===== config.mk =====
export PLATFORM = sky130hd
export DESIGN_NAME = servo_position_loop
export DESIGN_NICKNAME = d
export VERILOG_FILES = /design/src/rtl/svpl_pkg.sv /design/src/rtl/svpl_muldiv.sv /design/src/rtl/servo_position_loop.sv
export SDC_FILE = /design/constraint.sdc
export NUM_CORES = 1
export LEC_CHECK = 0
export BUFFER_PORTS_ARGS = -buffer_cell sky130_fd_sc_hd__buf_2
export CAP_MARGIN = 20
export CORE_MARGIN = 8
export CORE_UTILIZATION = 32
export CTS_CLUSTER_SIZE = 10
export DETAILED_ROUTE_END_ITERATION = 8
export GPL_TIMING_DRIVEN = 1
export RECOVER_POWER = 100
export SYNTH_ARGS = -nofsm -noshare
export SYNTH_HDL_FRONTEND = slang
export SYNTH_HIERARCHICAL = 1
export SYNTH_SLANG_ARGS = --single-unit
export TNS_END_PERCENT = 100

===== constraint.sdc =====
create_clock -name clk -period 6.74 [get_ports clk]
set_input_delay 0.337 -clock clk [delete_from_list [all_inputs] [get_ports clk]]
set_output_delay 0.337 -clock clk [all_outputs]
set_load 0.1 [all_outputs]

===== src/rtl/svpl_pkg.sv =====
`timescale 1ns / 1ps
`default_nettype none
// ----------------------------------------------------------------------------
// Servo position loop package
// Shared types, codes and tuning constants of the servo position loop.
// ----------------------------------------------------------------------------
package svpl_pkg;

	// Pulse mapping and loop tuning constants.
	localparam logic [15:0] PULSE_CENTER_US    = 16'd1500;
	localparam logic [15:0] PULSE_HALF_SPAN_US = 16'd500;
	localparam logic [15:0] PULSE_LO_US        = PULSE_CENTER_US - PULSE_HALF_SPAN_US;
	localparam logic [15:0] PULSE_HI_US        = PULSE_CENTER_US + PULSE_HALF_SPAN_US;
	localparam logic [7:0]  TIMEOUT_TICKS      = 8'd10;
	localparam logic [7:0]  STALE_MAX          = TIMEOUT_TICKS + 8'd1;
	localparam logic [11:0] DUTY_MAX           = 12'd1000;
	localparam logic [11:0] MIN_DUTY           = 12'd300;
	localparam logic [11:0] RAMP_SPAN          = DUTY_MAX - MIN_DUTY;
	localparam logic [11:0] FULL_SCALE         = 12'd1600;
	localparam logic [11:0] GAIN_ROUND         = 12'd500;
	localparam logic [11:0] GAIN_SCALE         = 12'd1000;

	// Drive mode codes.
	localparam logic [1:0] MODE_COAST = 2'd0;
	localparam logic [1:0] MODE_BRAKE = 2'd1;
	localparam logic [1:0] MODE_HIGH  = 2'd2;
	localparam logic [1:0] MODE_LOW   = 2'd3;

	// Remembered drive direction codes.
	localparam logic [1:0] DIR_NONE = 2'd0;
	localparam logic [1:0] DIR_HIGH = 2'd1;
	localparam logic [1:0] DIR_LOW  = 2'd2;

	// Configuration register indexes.
	localparam logic [2:0] CFG_POT_CAL  = 3'd0;
	localparam logic [2:0] CFG_PULSE_WIN = 3'd1;
	localparam logic [2:0] CFG_PERIOD_WIN = 3'd2;
	localparam logic [2:0] CFG_GAIN     = 3'd3;
	localparam logic [2:0] CFG_OFFSET   = 3'd4;
	localparam logic [2:0] CFG_LIMIT    = 3'd5;
	localparam logic [2:0] CFG_DEADBAND = 3'd6;
	localparam logic [2:0] CFG_SLOW     = 3'd7;

	// Serial multiply-divide unit last step indexes.
	localparam logic [4:0] MUL_LAST = 5'd11;
	localparam logic [4:0] DIV_LAST = 5'd23;

	typedef enum logic [1:0] {
		MD_IDLE,
		MD_MUL,
		MD_DIV
	} md_state_t;

	typedef enum logic [3:0] {
		ST_IDLE,
		ST_CMD_GO,
		ST_CMD_WAIT,
		ST_GAIN_GO,
		ST_GAIN_WAIT,
		ST_POT_GO,
		ST_POT_WAIT,
		ST_RAMP_GO,
		ST_RAMP_WAIT,
		ST_DONE
	} ctl_state_t;

	// One request to the multiply-divide unit: (a * b + c) / d.
	typedef struct packed {
		logic [11:0] a;
		logic [11:0] b;
		logic [11:0] c;
		logic [11:0] d;
	} md_req_t;

endpackage
`default_nettype wire


===== src/rtl/svpl_muldiv.sv =====
`timescale 1ns / 1ps
`default_nettype none
// ----------------------------------------------------------------------------
// Serial multiply-divide unit
// Computes (a * b + c) / d on unsigned operands, one bit per cycle.
// ----------------------------------------------------------------------------
module svpl_muldiv (
	input  wire logic             clk,
	input  wire logic             arst_n,
	input  wire logic             start,
	input  wire svpl_pkg::md_req_t req,
	output logic                  done,
	output logic [23:0]           quot
);
	import svpl_pkg::*;

	md_state_t   state_q;
	md_state_t   state_d;
	logic [4:0]  cnt_q;
	logic        done_q;
	logic [23:0] acc_q;
	logic [23:0] mcand_q;
	logic [11:0] mplier_q;
	logic [11:0] div_q;
	logic [11:0] rem_q;
	logic [12:0] trial;
	logic [12:0] diff;
	logic        fits;

	assign trial = {rem_q, acc_q[23]};
	assign diff  = trial - {1'b0, div_q};
	assign fits  = trial >= {1'b0, div_q};

	always_comb begin
		state_d = state_q;
		case (state_q)
			MD_IDLE: if (start) state_d = MD_MUL;
			MD_MUL:  if (cnt_q == MUL_LAST) state_d = MD_DIV;
			MD_DIV:  if (cnt_q == DIV_LAST) state_d = MD_IDLE;
			default: state_d = MD_IDLE;
		endcase
	end

	always_ff @(posedge clk or negedge arst_n) begin
		if (!arst_n) begin
			state_q <= MD_IDLE;
			cnt_q   <= '0;
			done_q  <= 1'b0;
		end else begin
			state_q <= state_d;
			cnt_q   <= (state_q != state_d) ? 5'd0 : cnt_q + 5'd1;
			done_q  <= (state_q == MD_DIV) && (cnt_q == DIV_LAST);
		end
	end

	// Shift-add multiply, LSB of the multiplier first, then restoring divide.
	always_ff @(posedge clk) begin
		case (state_q)
			MD_IDLE: begin
				if (start) begin
					acc_q    <= {12'd0, req.c};
					mcand_q  <= {12'd0, req.a};
					mplier_q <= req.b;
					div_q    <= req.d;
					rem_q    <= '0;
				end
			end
			MD_MUL: begin
				acc_q    <= acc_q + (mplier_q[0] ? mcand_q : 24'd0);
				mcand_q  <= {mcand_q[22:0], 1'b0};
				mplier_q <= {1'b0, mplier_q[11:1]};
			end
			MD_DIV: begin
				acc_q <= {acc_q[22:0], fits};
				rem_q <= fits ? diff[11:0] : trial[11:0];
			end
			default: ;
		endcase
	end

	assign done = done_q;
	assign quot = acc_q;

endmodule
`default_nettype wire


===== src/rtl/servo_position_loop.sv =====
`timescale 1ns / 1ps
`default_nettype none
// ----------------------------------------------------------------------------
// Servo position loop
// Bang-bang / proportional position controller for an RC-style servo.
// ----------------------------------------------------------------------------
// Each item makes four passes through the shared bit-serial multiply-divide
// unit; a new item is taken only once the sequencer is idle again.
// Reset clears the registers to their defaults, the held target to zero,
// the remembered direction to none and the stale counter to the timeout.
// ----------------------------------------------------------------------------
module servo_position_loop (
	input  wire logic               clk,
	input  wire logic               arst_n,
	// Configuration write port.
	input  wire logic               cfg_write,
	input  wire logic [2:0]         cfg_index,
	input  wire logic [35:0]        cfg_data,
	// Input channel.
	input  wire logic               in_valid,
	output logic                    in_stall,
	input  wire logic               new_frame,
	input  wire logic [15:0]        pulse_width_us,
	input  wire logic [15:0]        frame_period_us,
	input  wire logic [11:0]        pot_reading,
	// Output channel.
	output logic                    out_valid,
	input  wire logic               out_stall,
	output logic [1:0]              drive_mode,
	output logic [9:0]              drive_duty,
	output logic signed [11:0]      target_angle,
	output logic signed [11:0]      measured_angle,
	output logic                    signal_ok
);
	import svpl_pkg::*;

	// Configuration registers.
	logic [35:0]        pot_cal_q;
	logic [31:0]        pulse_win_q;
	logic [31:0]        period_win_q;
	logic [11:0]        gain_q;
	logic signed [11:0] offset_q;
	logic [10:0]        limit_q;
	logic [31:0]        deadband_q;
	logic [11:0]        slow_q;

	// Loop state.
	ctl_state_t         state_q;
	ctl_state_t         state_d;
	logic signed [11:0] held_q;
	logic [1:0]         prev_dir_q;
	logic [7:0]         stale_q;

	// Per-item working registers.
	logic               valid_q;
	logic [15:0]        pulse_q;
	logic [11:0]        pot_q;
	logic               cmd_neg_q;
	logic [11:0]        cmd_mag_q;
	logic               pot_div_q;
	logic               pot_ge_q;
	logic signed [11:0] meas_q;
	logic [1:0]         mode_q;
	logic               duty_ramp_q;
	logic               duty_full_q;
	logic [9:0]         duty_q;

	// Output register.
	logic               out_valid_q;
	logic [1:0]         out_mode_q;
	logic [9:0]         out_duty_q;
	logic signed [11:0] out_target_q;
	logic signed [11:0] out_meas_q;
	logic               out_sig_q;

	// Multiply-divide unit hookup.
	logic               md_start;
	md_req_t            md_req;
	logic               md_done;
	logic [23:0]        md_quot;

	logic               accept;
	logic               can_load;

	svpl_muldiv u_muldiv (
		.clk    (clk),
		.arst_n (arst_n),
		.start  (md_start),
		.req    (md_req),
		.done   (md_done),
		.quot   (md_quot)
	);

	assign accept   = in_valid && !in_stall;
	assign can_load = !out_valid_q || !out_stall;
	assign in_stall = (state_q != ST_IDLE);

	// Staleness and window checks, evaluated as the item is taken.
	logic [7:0] stale_n;
	logic       valid_n;

	always_comb begin
		if (new_frame) begin
			stale_n = 8'd0;
		end else if (stale_q < STALE_MAX) begin
			stale_n = stale_q + 8'd1;
		end else begin
			stale_n = stale_q;
		end
		valid_n = (pulse_width_us >= pulse_win_q[15:0]) &&
			(pulse_width_us <= pulse_win_q[31:16]) &&
			(frame_period_us >= period_win_q[15:0]) &&
			(frame_period_us <= period_win_q[31:16]) &&
			(stale_n <= TIMEOUT_TICKS);
	end

	// Command path: clamp the pulse and take its distance from center.
	logic [15:0] pulse_clamped;
	logic        pulse_neg;
	logic [15:0] pulse_mag;

	always_comb begin
		if (pulse_q < PULSE_LO_US) begin
			pulse_clamped = PULSE_LO_US;
		end else if (pulse_q > PULSE_HI_US) begin
			pulse_clamped = PULSE_HI_US;
		end else begin
			pulse_clamped = pulse_q;
		end
		pulse_neg = pulse_clamped < PULSE_CENTER_US;
		pulse_mag = pulse_neg ? (PULSE_CENTER_US - pulse_clamped)
			: (pulse_clamped - PULSE_CENTER_US);
	end

	// Gain result: apply sign and offset, then the endpoint limit.
	logic [12:0]        scaled;
	logic signed [14:0] signed_cmd;
	logic signed [14:0] comp;
	logic [10:0]        limit_c;
	logic signed [14:0] lim_pos;
	logic signed [11:0] target_n;

	always_comb begin
		scaled     = md_quot[12:0];
		signed_cmd = cmd_neg_q ? -$signed({2'b00, scaled}) : $signed({2'b00, scaled});
		comp       = signed_cmd + 15'(offset_q);
		limit_c    = (limit_q > FULL_SCALE[10:0]) ? FULL_SCALE[10:0] : limit_q;
		lim_pos    = $signed({4'b0000, limit_c});
		if (comp > lim_pos) begin
			target_n = 12'(lim_pos);
		end else if (comp < -lim_pos) begin
			target_n = 12'(-lim_pos);
		end else begin
			target_n = 12'(comp);
		end
	end

	// Pot path: pick the side of center and its span.
	logic [11:0]        cal_center;
	logic [11:0]        cal_pos;
	logic [11:0]        cal_neg;
	logic               pot_ge;
	logic [12:0]        pot_span;
	logic [11:0]        pot_dist;
	logic [11:0]        pot_ang;

	always_comb begin
		cal_center = pot_cal_q[11:0];
		cal_pos    = pot_cal_q[23:12];
		cal_neg    = pot_cal_q[35:24];
		pot_ge     = pot_q >= cal_center;
		pot_span   = pot_ge ? ({1'b0, cal_pos} - {1'b0, cal_center})
			: ({1'b0, cal_center} - {1'b0, cal_neg});
		pot_dist   = pot_ge ? (pot_q - cal_center) : (cal_center - pot_q);
		pot_ang    = (md_quot > {12'd0, FULL_SCALE}) ? FULL_SCALE : md_quot[11:0];
	end

	// Error and drive decision.
	logic signed [12:0] err;
	logic [12:0]        err_abs13;
	logic [11:0]        abs_err;
	logic [15:0]        db;
	logic [15:0]        rdb;
	logic [1:0]         req_dir;
	logic [11:0]        ramp_q;

	always_comb begin
		err       = 13'(held_q) - 13'(meas_q);
		err_abs13 = err[12] ? 13'(-err) : 13'(err);
		abs_err   = err_abs13[11:0];
		db        = deadband_q[15:0];
		rdb       = deadband_q[31:16];
		req_dir   = (err > 13'sd0) ? DIR_HIGH : DIR_LOW;
		ramp_q    = (md_quot >= {12'd0, RAMP_SPAN}) ? RAMP_SPAN : md_quot[11:0];
	end

	// Sequencer: next state and unit requests.
	always_comb begin
		state_d  = state_q;
		md_start = 1'b0;
		md_req   = '0;
		case (state_q)
			ST_IDLE: if (accept) state_d = ST_CMD_GO;
			ST_CMD_GO: begin
				md_start = 1'b1;
				md_req.a = pulse_mag[11:0];
				md_req.b = FULL_SCALE;
				md_req.c = 12'd0;
				md_req.d = PULSE_HALF_SPAN_US[11:0];
				state_d  = ST_CMD_WAIT;
			end
			ST_CMD_WAIT: if (md_done) state_d = ST_GAIN_GO;
			ST_GAIN_GO: begin
				md_start = 1'b1;
				md_req.a = cmd_mag_q;
				md_req.b = gain_q;
				md_req.c = GAIN_ROUND;
				md_req.d = GAIN_SCALE;
				state_d  = ST_GAIN_WAIT;
			end
			ST_GAIN_WAIT: if (md_done) state_d = ST_POT_GO;
			ST_POT_GO: begin
				md_start = 1'b1;
				md_req.a = pot_dist;
				md_req.b = FULL_SCALE;
				md_req.c = {1'b0, pot_span[11:1]};
				md_req.d = pot_span[11:0];
				state_d  = ST_POT_WAIT;
			end
			ST_POT_WAIT: if (md_done) state_d = ST_RAMP_GO;
			ST_RAMP_GO: begin
				md_start = 1'b1;
				md_req.a = abs_err - db[11:0];
				md_req.b = RAMP_SPAN;
				md_req.c = 12'd0;
				md_req.d = slow_q - db[11:0];
				state_d  = ST_RAMP_WAIT;
			end
			ST_RAMP_WAIT: if (md_done) state_d = ST_DONE;
			ST_DONE: if (can_load) state_d = ST_IDLE;
			default: state_d = ST_IDLE;
		endcase
	end

	// Control state, configuration and loop state.
	always_ff @(posedge clk or negedge arst_n) begin
		if (!arst_n) begin
			state_q      <= ST_IDLE;
			out_valid_q  <= 1'b0;
			pot_cal_q    <= '0;
			pulse_win_q  <= '0;
			period_win_q <= '0;
			gain_q       <= 12'd1000;
			offset_q     <= '0;
			limit_q      <= 11'd1600;
			deadband_q   <= '0;
			slow_q       <= 12'd100;
			held_q       <= '0;
			prev_dir_q   <= DIR_NONE;
			stale_q      <= TIMEOUT_TICKS;
		end else begin
			state_q <= state_d;

			if (state_q == ST_DONE && can_load) begin
				out_valid_q <= 1'b1;
			end else if (!out_stall) begin
				out_valid_q <= 1'b0;
			end

			if (cfg_write) begin
				case (cfg_index)
					CFG_POT_CAL:    pot_cal_q    <= cfg_data;
					CFG_PULSE_WIN:  pulse_win_q  <= cfg_data[31:0];
					CFG_PERIOD_WIN: period_win_q <= cfg_data[31:0];
					CFG_GAIN:       gain_q       <= cfg_data[11:0];
					CFG_OFFSET:     offset_q     <= $signed(cfg_data[11:0]);
					CFG_LIMIT:      limit_q      <= cfg_data[10:0];
					CFG_DEADBAND:   deadband_q   <= cfg_data[31:0];
					CFG_SLOW:       slow_q       <= cfg_data[11:0];
					default: ;
				endcase
			end

			if (accept) begin
				stale_q <= stale_n;
			end

			if (state_q == ST_GAIN_WAIT && md_done && valid_q) begin
				held_q <= target_n;
			end

			// The direction memory follows the drive decision.
			if (state_q == ST_RAMP_GO) begin
				if (!valid_q || {4'd0, abs_err} <= db) begin
					prev_dir_q <= DIR_NONE;
				end else if (!(prev_dir_q != DIR_NONE && req_dir != prev_dir_q &&
						{4'd0, abs_err} < rdb)) begin
					prev_dir_q <= req_dir;
				end
			end
		end
	end

	// Per-item payload registers.
	always_ff @(posedge clk) begin
		if (accept) begin
			valid_q <= valid_n;
			pulse_q <= pulse_width_us;
			pot_q   <= pot_reading;
		end

		if (state_q == ST_CMD_GO) begin
			cmd_neg_q <= pulse_neg;
		end
		if (state_q == ST_CMD_WAIT && md_done) begin
			cmd_mag_q <= md_quot[11:0];
		end

		// Zero and negative spans are settled without the divider.
		if (state_q == ST_POT_GO) begin
			pot_ge_q  <= pot_ge;
			pot_div_q <= 1'b0;
			if (pot_span == 13'd0) begin
				if (!pot_ge) begin
					meas_q <= -$signed(FULL_SCALE);
				end else if (pot_q > cal_center) begin
					meas_q <= $signed(FULL_SCALE);
				end else begin
					meas_q <= '0;
				end
			end else if (pot_span[12]) begin
				meas_q <= '0;
			end else begin
				pot_div_q <= 1'b1;
			end
		end
		if (state_q == ST_POT_WAIT && md_done && pot_div_q) begin
			meas_q <= pot_ge_q ? $signed(pot_ang) : -$signed(pot_ang);
		end

		if (state_q == ST_RAMP_GO) begin
			duty_ramp_q <= 1'b0;
			duty_full_q <= {4'd0, abs_err} >= 16'(slow_q);
			if (!valid_q) begin
				mode_q <= MODE_COAST;
			end else if ({4'd0, abs_err} <= db) begin
				mode_q <= MODE_BRAKE;
			end else if (prev_dir_q != DIR_NONE && req_dir != prev_dir_q &&
					{4'd0, abs_err} < rdb) begin
				mode_q <= MODE_BRAKE;
			end else begin
				duty_ramp_q <= 1'b1;
				mode_q      <= (req_dir == DIR_HIGH) ? MODE_HIGH : MODE_LOW;
			end
		end
		if (state_q == ST_RAMP_WAIT && md_done) begin
			if (!duty_ramp_q) begin
				duty_q <= '0;
			end else if (duty_full_q) begin
				duty_q <= DUTY_MAX[9:0];
			end else begin
				duty_q <= 10'(MIN_DUTY + ramp_q);
			end
		end

		if (state_q == ST_DONE && can_load) begin
			out_mode_q   <= mode_q;
			out_duty_q   <= duty_q;
			out_target_q <= held_q;
			out_meas_q   <= meas_q;
			out_sig_q    <= valid_q;
		end
	end

	assign out_valid      = out_valid_q;
	assign drive_mode     = out_mode_q;
	assign drive_duty     = out_duty_q;
	assign target_angle   = out_target_q;
	assign measured_angle = out_meas_q;
	assign signal_ok      = out_sig_q;

	// An accepted item always starts the command pass.
	a_accept_starts: assert property (@(posedge clk) disable iff (!arst_n)
		accept |=> state_q == ST_CMD_GO)
		else $error("accepted item did not start the command pass");

	// Coast and brake never carry a duty.
	a_idle_duty: assert property (@(posedge clk) disable iff (!arst_n)
		out_valid && (drive_mode == MODE_COAST || drive_mode == MODE_BRAKE)
		|-> drive_duty == 10'd0)
		else $error("duty present while coasting or braking");

	// An invalid signal always coasts.
	a_invalid_coast: assert property (@(posedge clk) disable iff (!arst_n)
		out_valid && !signal_ok |-> drive_mode == MODE_COAST)
		else $error("invalid signal did not coast");

	// The unit only finishes while the sequencer waits for it.
	a_done_in_wait: assert property (@(posedge clk) disable iff (!arst_n)
		md_done |-> (state_q == ST_CMD_WAIT || state_q == ST_GAIN_WAIT ||
			state_q == ST_POT_WAIT || state_q == ST_RAMP_WAIT))
		else $error("multiply-divide result outside a wait state");

endmodule
`default_nettype wire

==> results of run 1 <==
==> where the power goes <==
part	total, W	switching [W]	internal, W
Clock	0.00260	0.00107	0.00153
Combinational	0.00635	0.00390	0.00245
Sequential	0.00386	0.000501	0.00336
==> timing repair <==
item | CTS | global route
hold buffers | 31 | 0
endpoints found under the setup margin | 0 | 0
endpoints found under the hold margin | 83 | 0
==> per-layer routing <==
layer | vias to the layer above | GRT usage | routed length (um)
met1 | 10200 | 0.227 | 36800
met2 | 585 | 0.270 | 36800
met5 | - | 0 | 13
li1 | 10300 | - | -
met4 | 2 | 0.0568 | 2610
met3 | 140 | 0.0271 | 4550
==> cell type report <==
type / count / area, um2 / area share
inverter: 231 / 867 / 0.0285
timing repair buffer: 185 / 1000 / 0.0330
clock buffer: 85 / 1480 / 0.0488
multi-input combinational: 2031 / 14500 / 0.477
tap: 1080 / 1350 / 0.0444
sequential: 405 / 11100 / 0.365
clock inverter: 9 / 88.8 / 0.00292
==> cells by family after synthesis <==
family,count (synthesis),share of synthesized area
compound gates,711,0.168
xor+xnor,126,0.0410
fa+ha+maj,267,0.127
buf+inv,328,0.0471
flops,405,0.413
mux,148,0.0609
other cells,1,0.000139
simple gates,778,0.142
==> flip-flops by register name (all words and copies together) (netlist names), 5 cells and up <==
name               cells
pot_cal_q             36
deadband_q            32
period_win_q          32
pulse_win_q           32
u_muldiv/mcand_q      24
u_muldiv/quot         24
pulse_q               16
cmd_mag_q             12
gain_q                12
held_q                12
meas_q                12
measured_angle        12
offset_q              12
pot_q                 12
slow_q                12
target_angle          12
u_muldiv/div_q        12
u_muldiv/mplier_q     12
u_muldiv/rem_q        12
limit_q               11
drive_duty            10
duty_q                10
stale_q                8
u_muldiv/cnt_q         5
==> synthesized netlist by cell type (16+ instances only) <==
master	n
dfrtp_1	200
nor3_1	49
nor4_1	18
nand4_1	26
or3_1	19
a31oi_1	18
xnor2_1	84
mux2i_1	25
clkbuf_1	81
o21ai_0	209
o21ai_1	29
inv_1	229
nand3_1	46
a21oi_1	158
edfxtp_1	191
mux2_2	121
nand2b_1	37
o31ai_1	17
a211oi_1	16
xor2_1	42
and2_1	60
nor2_1	164
nand2_1	247
nor2b_1	39
a21o_1	53
o211ai_1	21
ha_1	257
o21a_1	33
==> critical path, cell delays in order (launching register included) <==
cell,delay (ns)
dfrtp_1,0.37
inv_1,0.07
ha_1,0.19
fa_1,0.23
nor2b_1,0.09
o21ai_1,0.16
a21oi_1,0.12
o41ai_1,0.41
o21ba_2,0.19
nor2_1,0.04
a21oi_1,0.10
clkbuf_1,0.52
o21ai_0,0.24
xnor2_1,0.46
ha_1,0.38
or2_2,0.30
a21oi_1,0.15
a21oi_1,0.07
a41oi_1,0.29
a21oi_1,0.14
nor3b_1,0.16
a2111oi_0,0.79
nand2_1,0.10
mux2_2,0.29
==> stage by stage <==
stage                      util  setup WS, ns  power [W]
after floorplan               -          1.37    0.00838
after global placement    0.345          1.03     0.0102
after detailed placement  0.345          1.01     0.0102
after CTS                 0.367          1.00     0.0129
after global routing      0.365         0.299     0.0137
final                     0.365         0.599     0.0128
==> final timing paths <==
kind,to,slack (ns),depth (start not counted)
min in group asynchronous,u_muldiv/cnt_q[2]$_DFF_PN0_,1.58,2
min reg2reg,drive_duty[8]$_DFFE_PP_,0.42,0
max in group asynchronous,held_q[6]$_DFFE_PN0P_,3.03,3
max,u_muldiv/mcand_q[11]$_DFFE_PP_,0.60,23
min,period_win_q[17]$_DFFE_PN0P_,0.04,3
max reg2reg,u_muldiv/mcand_q[11]$_DFFE_PP_,0.60,23
==> summary.txt, run 1 <==
Status = finished, violations left
Failing checks = capacitance limit, slew limit
Vias in the first global route = 20500
Arr. time, crit path = 6.48 ns
Worst-path clk slew = 0.06 ns
RSZ-0062 raised after global routing = no
Mapped Nets = 3120
Number of DRC markers in iteration 0 = 1753
Share of the synthesized area in the top cell type = 0.213
Via count = 21200
Final Cycle Share = 0.911
Max transition margin = -1.46
Diodes inserted = 0
Die W = 306 um
Worst-path maximum fanout = 16
Post-DP HPWL = 61400 um
RR Startpoint = held_q[0]$_DFFE_PN0P_
Maximum buffer depth of the clock tree = 3
Crit end category = flop
Register area share after synthesis = 0.413
Ports = 128
Synth Register Bits = 405
Overflow after GRT = 0
H-tree Lvls = 2
Most common cell after layout, fill and taps aside = ha_1
Maxcap violations = 11
Cells after synthesis = 2764
# clock sinks = 405
DP Cell Count = 3900
Via-to-Cell Ratio = 5.26
Final WL = 80700 um
Number of buffers created by CTS = 50
Setup Total Neg Slack = 0 ns
First-pass GRT wire length = 124000 um
Min-Delay Startpoint = cfg_data[17]
Count of final hold-check violations = 0
Most frequent cells in the layout = ha_1, nand2_1, inv_1
Syn avg cell area = 9.73 um2
Top cells by area, synth = edfxtp_1, dfrtp_1, ha_1
Mapped Area = 26900 um2
Commonest register cell after synthesis = dfrtp_1
Yosys cell types = 100
Clock latency on the worst-skew pair = 0.60 ns
Tmin final = 6.14 ns
Area Overhead vs Synth = 13.1%
WS Path Type = reg -> reg
Clk root buf = clkbuf_16
Non-Filler Instances = 4026
Placement Cell Area = 28800 um2
CP Launch Type = flop
Die area = 93600 um2
Pre-antenna DRT Iters = 5
Number of nets in the layout = 3260
Hold Crit Class = in -> reg
GPL Wtd Cong = 0.910
I/O Buffers = 127
Die H = 306 um
Initial Util = 0.322
DR WL/cell = 20.0 um
Hold Slack = 0.0350 ns
CTS tree = built
Antenna Violating Nets Remaining = 0
Final Max Slew Viols = 465
Peak VDD IR = 0.193 mV
DRC Markers = 0
Async S/R FF share, synth = 0.528
Layout cells sized above 1 = 0.103
Fillers = 8420
# resized after CTS = 0
Worst slew pin tran = 3.70 ns
Clock Skews = 0.0291 ns
GR Util All Layers = 0.167
Cell taking the most area after synthesis = edfxtp_1
Syn. warnings = 6
Critical path required time = 7.08 ns
Core Footprint = 83400 um2
PD cells = 421 nW/um2
Largest net degree at the start of global routing = 160
Antenna violations before repair = 2
Final instance area = 30400 um2
Leakage = 12.7 nW
CP Launch Point = held_q[0]$_DFFE_PN0P_
Rows = 106
Setup violators final = 0
Fmax = 0.163 GHz
EDFF count, synth = 191
Post-CTS setup buffers = 0
Note: power is estimated with default switching activity, not from simulation.
==> run 2: changes to the inputs <==
--- a/config.mk
+++ b/config.mk
@@ -5,6 +5,7 @@
 export SDC_FILE = /design/constraint.sdc
 export NUM_CORES = 1
 export LEC_CHECK = 0
+export ABC_AREA = 1
 export BUFFER_PORTS_ARGS = -buffer_cell sky130_fd_sc_hd__buf_2
 export CAP_MARGIN = 20
 export CORE_MARGIN = 8
==> summary.txt, run 2 <==
Final Cycle Share = 0.838
Met3 Track Usage GR = 0.0264
H-tree Lvls = 2
Final Max Slew Viols = 513
Die H = 315 um
CP Launch Type = flop
Critical path required time = 7.02 ns
First-pass GRT wire length = 141000 um
Arr. time, crit path = 5.93 ns
DR WL/cell = 17.8 um
Via-to-Cell Ratio = 4.90
Synth Register Bits = 405
Clock Skews = 0.0159 ns
Maxcap violations = 9
Number of buffers created by CTS = 50
Leakage = 15.9 nW
Cell taking the most area after synthesis = edfxtp_1
GR Util met1 = 0.258
Share of the synthesized area in the top cell type = 0.201
Fmax = 0.177 GHz
CTS hold repair buffers = 36
Worst-path clk slew = 0.06 ns
Peak VDD IR = 0.203 mV
# resized after CTS = 0
Met2 Use GR = 0.290
Largest net degree at the start of global routing = 135
Top cells by count, synth = nand2_1, inv_1, o21ai_0
Grt peak-use layer = met2
Slowest stage delay, CP = 2.18 ns
Antenna violations before repair = 5
Cells after synthesis = 3798
Most frequent cell after synthesis = nand2_1
Most common cell after layout, fill and taps aside = nand2_1
Maximum buffer depth of the clock tree = 3
CTS tree = built
Syn. warnings = 6
Worst-path maximum fanout = 60
WS Path Type = reg -> reg
Worst slew pin tran = 4.96 ns
Area Overhead vs Synth = 12.9%
Rows = 109
Commonest register cell after synthesis = dfrtp_1
Vias in the first global route = 24100
Core Footprint = 88400 um2
Die W = 315 um
RSZ-0062 raised after global routing = no
Post-DP HPWL = 70500 um
Max transition margin = -2.31
GR Util All Layers = 0.182
Async S/R FF share, synth = 0.528
Syn avg cell area = 7.51 um2
Die area = 99000 um2
Clock latency on the worst-skew pair = 0.61 ns
Setup violators final = 0
Most frequent cells in the layout = nand2_1, inv_1, o21ai_0
Final WL = 91800 um
CP max-delay cell = clkbuf_1
I/O Buffers = 127
Yosys cell types = 65
Placement Cell Area = 30400 um2
Hold Crit Class = in -> reg
Tmin final = 5.65 ns
Count of final hold-check violations = 0
Number of flip-flops under the largest register name = 36
Number of DRC markers in iteration 0 = 2372
Register area share after synthesis = 0.389
Ports = 128
Via count = 25300
Top cells by area, synth = edfxtp_1, dfrtp_1, nand2_1
Cell mode on critical path = clkbuf_1
EDFF count, synth = 191
Post-CTS setup buffers = 0
Critical-path cell list = inv_1 > ha_1 > clkbuf_1 > clkinv_1 > clkbuf_1 > o21ai_4 > buf_4
Setup Total Neg Slack = 0 ns
GPL Wtd Cong = 0.946
# clock sinks = 405
Overflow after GRT = 0
Mapped Nets = 4154
Number of nets in the layout = 4306
Fillers = 9411
Failing checks = capacitance limit, slew limit
Layout cells sized above 1 = 0.0491
Clk root buf = clkbuf_16
Initial Util = 0.323
PD cells = 406 nW/um2
Final instance area = 32200 um2
Pre-antenna DRT Iters = 5
Mapped Area = 28500 um2
Crit end category = flop
Largest register by flop count = pot_cal_q
Status = finished, violations left
DRC Markers = 0
Antenna Violating Nets Remaining = 0
-- run 2: cell types whose count changed after synthesis, sizes merged, moves of 114 or more --
cell,before,now
mux2,122,0
nand3,46,189
inv,231,617
nand2,247,1117
nor2,165,279
-- run 2: where the power goes --
| group | leakage (nW) | switching [W] | internal (W) | total [W] |
|---|---|---|---|---|
| clock | 0.773 | 0.00111 | 0.00155 | 0.00266 |
| combinational | 10.7 | 0.00451 | 0.00210 | 0.00660 |
| sequential | 4.49 | 0.000511 | 0.00331 | 0.00383 |
-- run 2: kinds of logic (layout without fill, tap and decap cells) --
kind of cell             count (synthesis)  count (layout)  share of synthesized area
other                                    1               3                   0.000131
AO/OA/AOI/OAI                          596             596                      0.115
adder cells (fa/ha/maj)                267             267                      0.120
AND/OR/NAND/NOR                       1751            1751                      0.257
XOR/XNOR                                79              79                     0.0248
buffers and inverters                  699             892                     0.0942
flip-flops                             405             405                      0.389
-- run 2: final timing paths --
check	from	end	slack [ns]	depth (start not counted)
worst max register to register	u_muldiv/state_q[1]$_DFF_PN0_	u_muldiv/mplier_q[2]$_DFFE_PP_	1.09	7
worst max-delay path	u_muldiv/state_q[1]$_DFF_PN0_	u_muldiv/mplier_q[2]$_DFFE_PP_	1.09	7
min in group asynchronous	arst_n	out_valid$_DFFE_PN0P_	2.04	2
worst min register to register	duty_q[7]$_SDFFCE_PN0P_	drive_duty[7]$_DFFE_PP_	0.42	0
worst min-delay path	cfg_data[6]	slow_q[6]$_DFFE_PN1P_	0.03	3
max in group asynchronous	arst_n	period_win_q[6]$_DFFE_PN0P_	1.86	2
-- run 2: layout make-up --
type / instances / area, um2 / share of cell area
antenna: 2 / 5.00 / 0.000155
clock buffer: 86 / 1500 / 0.0465
clock inverter: 7 / 106 / 0.00330
inverter: 619 / 2320 / 0.0722
multi-input combinational: 2694 / 14700 / 0.457
sequential: 405 / 11100 / 0.345
tap: 1165 / 1460 / 0.0453
timing repair buffer: 180 / 1000 / 0.0311
-- run 2: routing by layer --
layer	up-vias	part of all wire
met4	2	0.022
met1	11800	0.47
li1	12700	-
met3	126	0.068
met2	754	0.44
met5	-	0.00014
-- run 2: stage by stage --
stage	total power (W)	worst slack, ns	hold slack, ns	instances	utilization
5_1_grt	0.0142	0.693	0.0344	5156	0.364
6_report	0.0131	1.09	0.0319	5158	0.364
3_3_place_gp	0.0104	1.71	0.369	5025	0.344
2_1_floorplan	0.00862	2.44	0.0414	3798	-
3_5_place_dp	0.0104	1.62	0.368	5025	0.344
4_1_cts	0.0132	1.58	0.000610	5154	0.367
-- run 2: critical path, delay by kind of cell, from the launching register on --
| kind | cells | cell delay, ns |
|---|---|---|
| AO/OA/AOI/OAI | 1 | 0.88 |
| adder cells (fa/ha/maj) | 1 | 0.15 |
| buffers and inverters | 5 | 3.83 |
| flip-flops | 1 | 0.41 |
==> run 3: changes to the inputs <==
==> constraint.sdc (replaced) <==
create_clock -name clk -period 5.7 [get_ports clk]
set_input_delay 0.285 -clock clk [delete_from_list [all_inputs] [get_ports clk]]
set_output_delay 0.285 -clock clk [all_outputs]
set_load 0.1 [all_outputs]
==> summary.txt, run 3 (synthesized netlist as in run 2, its figures left out) <==
GR Util All Layers = 0.181
Hold Slack = 0.0447 ns
Layout cells sized above 1 = 0.0474
First-pass GRT wire length = 140000 um
Fmax = 0.188 GHz
Worst slew pin tran = 3.00 ns
Largest net degree at the start of global routing = 180
Most frequent cells in the layout = nand2_1, inv_1, o21ai_0
Non-Filler Instances = 5176
Vias in the first global route = 24100
Arr. time, crit path = 5.56 ns
# clock sinks = 405
Final Cycle Share = 0.933
Number of nets in the layout = 4324
Final WL = 92000 um
CTS tree = built
PD cells = 479 nW/um2
Clock latency on the worst-skew pair = 0.61 ns
Failing checks = capacitance limit, slew limit
Critical path required time = 5.94 ns
Count of final hold-check violations = 0
Hold Crit Class = in -> reg
Setup violators final = 0
Die W = 315 um
Worst-path clk slew = 0.05 ns
Overflow after GRT = 0
Final Max Slew Viols = 677
Number of flip-flops under the largest register name = 36
Met3 Track Usage GR = 0.0330
RSZ-0062 raised after global routing = no
Maxcap violations = 11
Ports = 128
Antenna violations before repair = 5
Via count = 25500
GPL Wtd Cong = 0.946
Core Footprint = 88400 um2
Post-DP HPWL = 70900 um
Tot Pwr = 0.0154 W
Largest register by flop count = pot_cal_q
Initial Util = 0.323
Number of DRC markers in iteration 0 = 2218
Clk root buf = clkbuf_16
CP Launch Type = flop
Die H = 315 um
Worst-path maximum fanout = 28
Met2 Use GR = 0.286
Peak VDD IR = 0.252 mV
Antenna Violating Nets Remaining = 0
Status = finished, violations left
H-tree Lvls = 2
Clock Skews = 0.0144 ns
Crit end category = flop
DR WL/cell = 17.8 um
Fillers = 9432
Final setup margin = 0.382 ns
DRC Markers = 0
WP buf/inv = 1
Via-to-Cell Ratio = 4.93
I/O Buffers = 127
Crit-path leading delay family = simple AND/OR/NAND/NOR gates
WS Path Type = reg -> reg
DP Worst Slack = 0.616 ns
Slowest stage delay, CP = 1.03 ns
Grt peak-use layer = met2
CP max-delay cell = nand4_1
Die area = 99000 um2
Cell mode on critical path = nand2_1
Number of buffers created by CTS = 49
Maximum buffer depth of the clock tree = 3
Rows = 109
Max transition margin = -1.00
GR Util met1 = 0.251
Most common cell after layout, fill and taps aside = nand2_1
Setup Total Neg Slack = 0 ns
Area Overhead vs Synth = 13.0%
DP Cell Count = 5035
Critical-path cell list = inv_1 > fa_1 > nand3_1 > nand3_1 > nand3_1 > nand4_1 > o21ai_1 > nand2_1 > nor2_1 > and2_0 > nand2_1 > nand2_1 > nand2_1 > nand2_1
Pre-antenna DRT Iters = 8
Leakage = 15.9 nW
Tmin final = 5.32 ns
run 3: changes by cell type in the layout (fill, tap and decap cells not counted), moves of 4 or more:
| cell | delta |
|---|---|
| clkbuf_8 | -6 |
| buf_4 | +4 |
| clkbuf_1 | +20 |
| buf_2 | -9 |
| dlygate4sd3_1 | +8 |
run 3: final timing paths:
check                                              start                 endpoint  slack, ns  depth (start not counted)
worst min register to register   duty_q[2]$_SDFFCE_PP0P_  drive_duty[2]$_DFFE_PP_       0.42                          0
min in group asynchronous                         arst_n    out_valid$_DFFE_PN0P_       0.91                          2
worst max-delay path            pot_cal_q[1]$_DFFE_PN0P_  meas_q[4]$_SDFFCE_PN0P_       0.38                         14
worst max register to register  pot_cal_q[1]$_DFFE_PN0P_  meas_q[4]$_SDFFCE_PN0P_       0.38                         14
worst min-delay path                         cfg_data[5]    slow_q[5]$_DFFE_PN1P_       0.04                          3
max in group asynchronous                         arst_n    held_q[3]$_DFFE_PN0P_       1.09                          3
run 3: layout make-up:
type	count	area, um2	share of cell area
clock buffer	83	1380	0.0429
antenna	3	7.51	0.000233
multi-input combinational	2694	14700	0.457
clock inverter	8	123	0.00380
sequential	405	11100	0.345
inverter	619	2330	0.0722
tap	1165	1460	0.0452
timing repair buffer	199	1110	0.0346
run 3: tightest hold or removal path, delay by kind of cell:
| kind | cells | cell delay (ns) |
|---|---|---|
| AO/OA/AOI/OAI | 1 | 0.10 |
| buffers and inverters | 1 | 0.16 |
| AND/OR/NAND/NOR | 1 | 0.07 |
run 3: per-layer routing:
metal	vias to the layer above	wire [um]
li1	12700	-
met1	11900	42100
met2	837	40500
met3	133	6850
met4	2	2480
met5	-	75
run 3: repair_timing:
item / in CTS / in global routing
buffers inserted: 0 / 2
hold buffers: 44 / 0
endpoints found under the hold margin: 80 / 0
setup endpoints to repair: 0 / 5
resized for setup: 0 / 2
run 3: per-stage QoR:
stage          utilization  cell area (um2)
2_1_floorplan            -            28500
3_3_place_gp         0.345            30500
3_5_place_dp         0.345            30500
4_1_cts              0.367            32500
5_1_grt              0.365            32200
6_report             0.365            32200
run 3: power breakdown:
part / internal [W] / switching (W) / leakage (nW)
registers: 0.00392 / 0.000536 / 4.49
logic: 0.00253 / 0.00546 / 10.7
clock network: 0.00170 / 0.00130 / 0.719
total: 0.00815 / 0.00729 / 15.9
